## src/rtl/hsoc_pkg.sv

```systemverilog
package hsoc_pkg;

	localparam int WAYS = 8;
	localparam int SETS = 256;
	localparam int WAY_W = $clog2(WAYS);
	localparam int SET_W = $clog2(SETS);
	localparam int SLOT_W = WAY_W + SET_W;
	localparam int MASK_W = 8;
	localparam int CHG_W = 33;

	localparam logic [63:0] MIX_C1 = 64'hbf58476d1ce4e5b9;
	localparam logic [63:0] MIX_C2 = 64'h94d049bb133111eb;

	localparam logic [1:0] CMD_FIND    = 2'd0;
	localparam logic [1:0] CMD_FILL    = 2'd1;
	localparam logic [1:0] CMD_PUBLISH = 2'd2;
	localparam logic [1:0] CMD_REMOVE  = 2'd3;

	localparam logic [2:0] ST_OK       = 3'd0;
	localparam logic [2:0] ST_MISS     = 3'd1;
	localparam logic [2:0] ST_DUP      = 3'd2;
	localparam logic [2:0] ST_BUDGET   = 3'd3;
	localparam logic [2:0] ST_FULL     = 3'd4;
	localparam logic [2:0] ST_BAD_ID   = 3'd5;

	localparam int REG_W = 2;
	localparam logic [REG_W-1:0] REG_BUDGET   = 2'd0;
	localparam logic [REG_W-1:0] REG_MASK     = 2'd1;
	localparam logic [REG_W-1:0] REG_OVERHEAD = 2'd2;

	typedef struct packed {
		logic [1:0]  command;
		logic [63:0] obj_key;
		logic [63:0] sequence_req;
		logic [63:0] spatial_key;
		logic [31:0] document_ref;
		logic [31:0] doc_len;
	} req_t;

	typedef struct packed {
		logic [2:0]  status;
		logic [63:0] found_sequence;
		logic [63:0] found_spatial_key;
		logic [31:0] found_document_ref;
		logic [31:0] found_doc_len;
		logic [31:0] bytes_in_use;
	} rsp_t;

	// controller -> datapath
	typedef struct packed {
		logic load;
		logic hash_step;
		logic scan_start;
		logic scan_step;
		logic finish;
	} dp_cmd_t;

	// datapath -> controller
	typedef struct packed {
		logic bad_id;
		logic scan_last;
		logic hash_last;
		logic clearing;
	} dp_sts_t;

endpackage

```

## src/rtl/hsoc_ctrl.sv

```systemverilog
module hsoc_ctrl (
	input  logic              clk,
	input  logic              arst_n,
	input  logic              in_valid,
	output logic              in_ready,
	output logic              out_valid,
	input  logic              out_ready,
	output hsoc_pkg::dp_cmd_t cmd,
	input  hsoc_pkg::dp_sts_t sts
);
	import hsoc_pkg::*;

	localparam logic [1:0] S_IDLE = 2'd0;
	localparam logic [1:0] S_HASH = 2'd1;
	localparam logic [1:0] S_SCAN = 2'd2;
	localparam logic [1:0] S_DONE = 2'd3;

	logic [1:0] state_q, state_d;
	logic       out_valid_q;

	// accept only when idle and the valid store is cleared; commit waits for the output register
	assign in_ready = (state_q == S_IDLE) && !sts.clearing;
	assign out_valid = out_valid_q;

	always_comb begin
		state_d = state_q;
		cmd = '0;
		unique case (state_q)
			S_IDLE: begin
				if (in_valid && !sts.clearing) begin
					cmd.load = 1'b1;
					state_d = S_HASH;
				end
			end
			S_HASH: begin
				cmd.hash_step = 1'b1;
				if (sts.hash_last) begin
					cmd.scan_start = 1'b1;
					state_d = S_SCAN;
				end
			end
			S_SCAN: begin
				if (sts.bad_id) begin
					state_d = S_DONE;
				end else begin
					cmd.scan_step = 1'b1;
					if (sts.scan_last) state_d = S_DONE;
				end
			end
			S_DONE: begin
				if (!out_valid_q || out_ready) begin
					cmd.finish = 1'b1;
					state_d = S_IDLE;
				end
			end
		endcase
	end

	always_ff @(posedge clk or negedge arst_n) begin
		if (!arst_n) begin
			state_q <= S_IDLE;
			out_valid_q <= 1'b0;
		end else begin
			state_q <= state_d;
			if (cmd.finish) out_valid_q <= 1'b1;
			else if (out_ready) out_valid_q <= 1'b0;
		end
	end

endmodule

```

## config.mk

```make
export PLATFORM = sky130hd
export DESIGN_NAME = hsoc_ctrl
export DESIGN_NICKNAME = d
export VERILOG_FILES = /design/src/rtl/hsoc_pkg.sv /design/src/rtl/hsoc_ctrl.sv
export SDC_FILE = /design/constraint.sdc
export NUM_CORES = 1
export LEC_CHECK = 0
export BUFFER_PORTS_ARGS = -buffer_cell sky130_fd_sc_hd__buf_2
export CELL_PAD_IN_SITES_DETAIL_PLACEMENT = 1
export CELL_PAD_IN_SITES_GLOBAL_PLACEMENT = 1
export CORE_AREA = 4 4 41 43
export CTS_CLUSTER_SIZE = 16
export DETAILED_ROUTE_END_ITERATION = 7
export DIE_AREA = 0 0 45 47
export GPL_TIMING_DRIVEN = 1
export PLACE_DENSITY_LB_ADDON = 0.25
export SLEW_MARGIN = 40
export SYNTH_ARGS = -nofsm -noshare
export SYNTH_HDL_FRONTEND = slang
export SYNTH_SLANG_ARGS = --single-unit
```

## constraint.sdc

```tcl
create_clock -name clk -period 2.7 [get_ports clk]
set_input_delay 0.135 -clock clk [delete_from_list [all_inputs] [get_ports clk]]
set_output_delay 0.135 -clock clk [all_outputs]
set_load 0.02 [all_outputs]
```

# After elaboration in Yosys (flattened, before gate mapping)
# Cells that the tools add are included.
# op_classes
n_eq_ne	7
n_mux	16
n_reduce_logical	8
# op_table
cell	n
$mux 2	6
$mux 1	9
$pmux 2 s4	1
$eq 2x2->1 const B	2
$ne 2x2->1 const B	2
$reduce_and 4->1	1
$ne 3x3->1 const B	1
$eq 2x1->1 const B	1
$logic_and 1x1->1	2
$logic_not 1->1	2
$logic_not 2->1	1
$ne 2x1->1 const B	1
$reduce_bool 2->1	1
$logic_or 1x1->1	1
# word_totals
reg_bits	3
inputBits	8
output_inout_bits	7
wordCells	33

# Depth between registers and ports, before layout
# depth
word_depth	5
ltp_mapped	6
depth_no_buf	6

# Worst setup path before layout
# OpenSTA, ideal clock, no wires.
# synth_timing
path_type	register to register
startpoint	reg state_q[0]
endpoint	reg state_q[1]
setup_ns	0.125
arrival_time_ns	1.388
t_required_ns	2.575
setup_slack_ns	1.187
path_stages_with_launch	7
cell_sequence	dfrtp_1 > inv_1 > ha_1 > nor2b_4 > a22oi_2 > o221ai_2 > mux2_4
# synth_between
elab_chain_len	3
word_cells_on_any_way	10
cone_classes	7 x eq/ne; 1 x mux; 2 x reduce/logical
# synth_rtl
item	line	source
start, declared	hsoc_ctrl.sv:18	logic [1:0] state_q, state_d;
start signal, assigned	hsoc_ctrl.sv:64	state_q <= state_d;
$eq 2x2->1 (tied with other cells)	hsoc_ctrl.sv:28	unique case (state_q)
$ne 3x3->1 (no line) (tied with other cells)	n/a	
$reduce_and 4->1 (no line)	n/a	
# Several ways; a longest one is shown, not always the timed one.
# A chain may end at the register's enable or synchronous reset.

# Worst setup path after layout
# Same ends and word-level chain as after synthesis.

==> out/qor.txt <==
Status - finished clean
Area growth from synthesis to layout - 46.7%
CP cell instances - inv_1 -> ha_1 -> nor2b_4 -> a22oi_2 -> o221ai_2 -> mux2_4
Syn_nets - 39
Critical path peak fanout - 4
Buffers added on ports - 14
Post-route ant nets - 0
Power per cell area - 1140 nW/um^2
Setup ws final - 1.11 ns
Clock skew - 0.00214 ns
Die area - 2120 sq um
Async set or reset register ratio after synthesis - 1.00
Post-route minimum period - 1.59 ns
Root buffer cell - clkbuf_4
CP Data Arrival Time - 1.71 ns
Vias - 239
Crit path kind - reg2reg
Post-synth EDFFs - 0
Critical-path top delay cell - dfrtp_1
Final hold slack - 0.220 ns
Num CTS Buffers - 3
Io pins - 15
Top FF cell, synth - dfrtp_1
Grt ovf - 0
Post-synth top cells - 5 x ha_1, 5 x inv_1, 3 x and2_1, 3 x dfrtp_1, 2 x nand2b_1
Mapped Avg Cell Area - 10.3 sq um
Routability cong. - 0.663
Max-Cap Viols - 0
Critical Path Start Type - flop
Clk buf depth - 2
Core box area - 1300 sq um
Fin area - 393 sq um
TritonCTS clock tree - done
Initial DRC count - 4
# nets final - 59
TritonRoute pass-1 iters - 2
Core Rows - 13
Final setup TNS - 0 ns
Ant. Diodes - 0
Finished Core Util - 0.302
Clock Pin Slew Worst Setup and Hold Paths - 0.04 ns
Synthesized cell area - 268 sq um
Final wirelength - 633 microns
Synth Instances - 26
Sink Count - 3
Clk_lat worst skew - 0.24 ns
Final Hold Viols - 0
Maximum achievable frequency - 628 MHz
Die H - 47 microns
Pre-CTS WS - 1.09 ns
WL/cell - 10.6 microns
DP Area - 357 sq um
Critical Path RT - 2.82 ns
HP Class - in2async
Yosys warns - 0
Number of global-route vias before repair - 278
First-pass GRT wire length - 1.11 mm
Unrepaired setup endpoints after global routing - false
Largest net degree at the start of global routing - 5
Die W - 45 microns
# fillers - 178
Share of cells above drive strength 1 - 0.467
Starting Density - 0.206
Fin crit share - 0.590
Seq/Total Area, Yosys - 0.280
Worst slew margin - 0.853
Overall routing resource usage - 0.0766
Peak supply drop - 0.326 mV
Yosys top cell by area - dfrtp_1
Critical Path Max Stage Delay - 0.37 ns
Final setup fails - 0
Synth top area share - 0.280
Largest cells by area after synthesis - dfrtp_1 28%, ha_1 23%, and2_1 7.0%
CP endpoint kind - flop
DRC viols - 0
Slew Limit Fails - 0
Worst-Margin Slew - 0.220 ns
Leakage - 0.222 nW
FF+latch count, synth - 3
H-tree levels - 1
Via density per instance - 3.98
Antenna violations before repair - 0
Count of cell types in the netlist - 13
==> worst max-delay path, delay by kind of cell (launching register included) <==
family,cells,cell delay [ns]
DFF,1,0.37
AOI/OAI and AO/OA,2,0.33
muxes,1,0.31
adders and majority gates,1,0.22
and+or+nand+nor,1,0.13
buffers and inverters,1,0.10
==> metal layers <==
layer / up-vias / GRT usage / part of all wire
li1: 118 / - / -
met1: 107 / 0.0773 / 0.37
met2: 12 / 0.127 / 0.50
met3: 2 / 0.0460 / 0.12
met4: 0 / 0.0351 / 0.011
met5: - / 0 / 0
==> through the flow <==
step	std cells	power (mW)
final	60	0.446
after global routing	60	0.496
after CTS	60	0.459
after detailed placement	55	0.371
after global placement	55	0.362
after floorplan	26	0.296
==> final cells by class <==
class / count / area, sq um / share of cell area
Multi-Input combinational cell: 18 / 174 / 0.443
Timing Repair Buffer: 15 / 80.1 / 0.204
Sequential cell: 3 / 75.1 / 0.191
Clock buffer: 4 / 26.3 / 0.0669
Inverter: 5 / 18.8 / 0.0478
Tap cell: 15 / 18.8 / 0.0478
==> state kept, by name, summed over array words and instances (netlist names) <==
signal / cells
state_q: 2
out_valid: 1
==> repair_timing <==
| item | 4_1_cts | 5_1_grt |
|---|---|---|
| hold buffers | 1 | 0 |
| hold endpoints to repair | 3 | 0 |
| buffers inserted | 0 | 0 |
| gates resized for setup | 0 | 0 |
==> placed cells by master, fill, tap and decap left out <==
cell type,synthesis,routed
dlygate4sd3_1,0,1
nand2_1,1,1
nand2b_1,2,2
and2_1,3,3
mux2i_1,1,1
buf_2,0,14
inv_1,5,5
nor2b_4,1,1
dfrtp_1,3,3
clkbuf_1,0,1
o221ai_2,1,1
a22oi_2,1,1
mux2_4,1,1
clkbuf_4,0,3
nor2b_1,1,1
nor2_1,1,1
ha_1,5,5
==> cells by family (layout without fill, tap and decap cells) <==
family | after synthesis | in the layout | synth area share
flip-flops | 3 | 3 | 0.280
AO/OA/AOI/OAI | 2 | 2 | 0.103
buffers and inverters | 5 | 24 | 0.0701
AND/OR/NAND/NOR | 9 | 9 | 0.220
adder cells (fa/ha/maj) | 5 | 5 | 0.234
multiplexers | 2 | 2 | 0.0934
==> power by group <==
group	leakage (nW)	switching (mW)	internal, mW	total (mW)
registers	0.0358	0.0191	0.0702	0.0892
clock network	0.0150	0.0260	0.0556	0.0816
logic	0.171	0.150	0.126	0.275
total	0.222	0.195	0.252	0.446
==> path summary, 6_finish.rpt <==
check	slack (ns)	to	cells past startpoint	from
max	1.11	state_q[1]	6	state_q[0]
max in group asynchronous	2.37	state_q[0]	2	arst_n
min reg2reg	0.56	out_valid	2	out_valid
min	0.22	out_valid	2	arst_n
max reg2reg	1.11	state_q[1]	6	state_q[0]
min in group clk	0.24	out_valid	3	out_ready
Note: power is estimated with default switching activity, not from simulation.
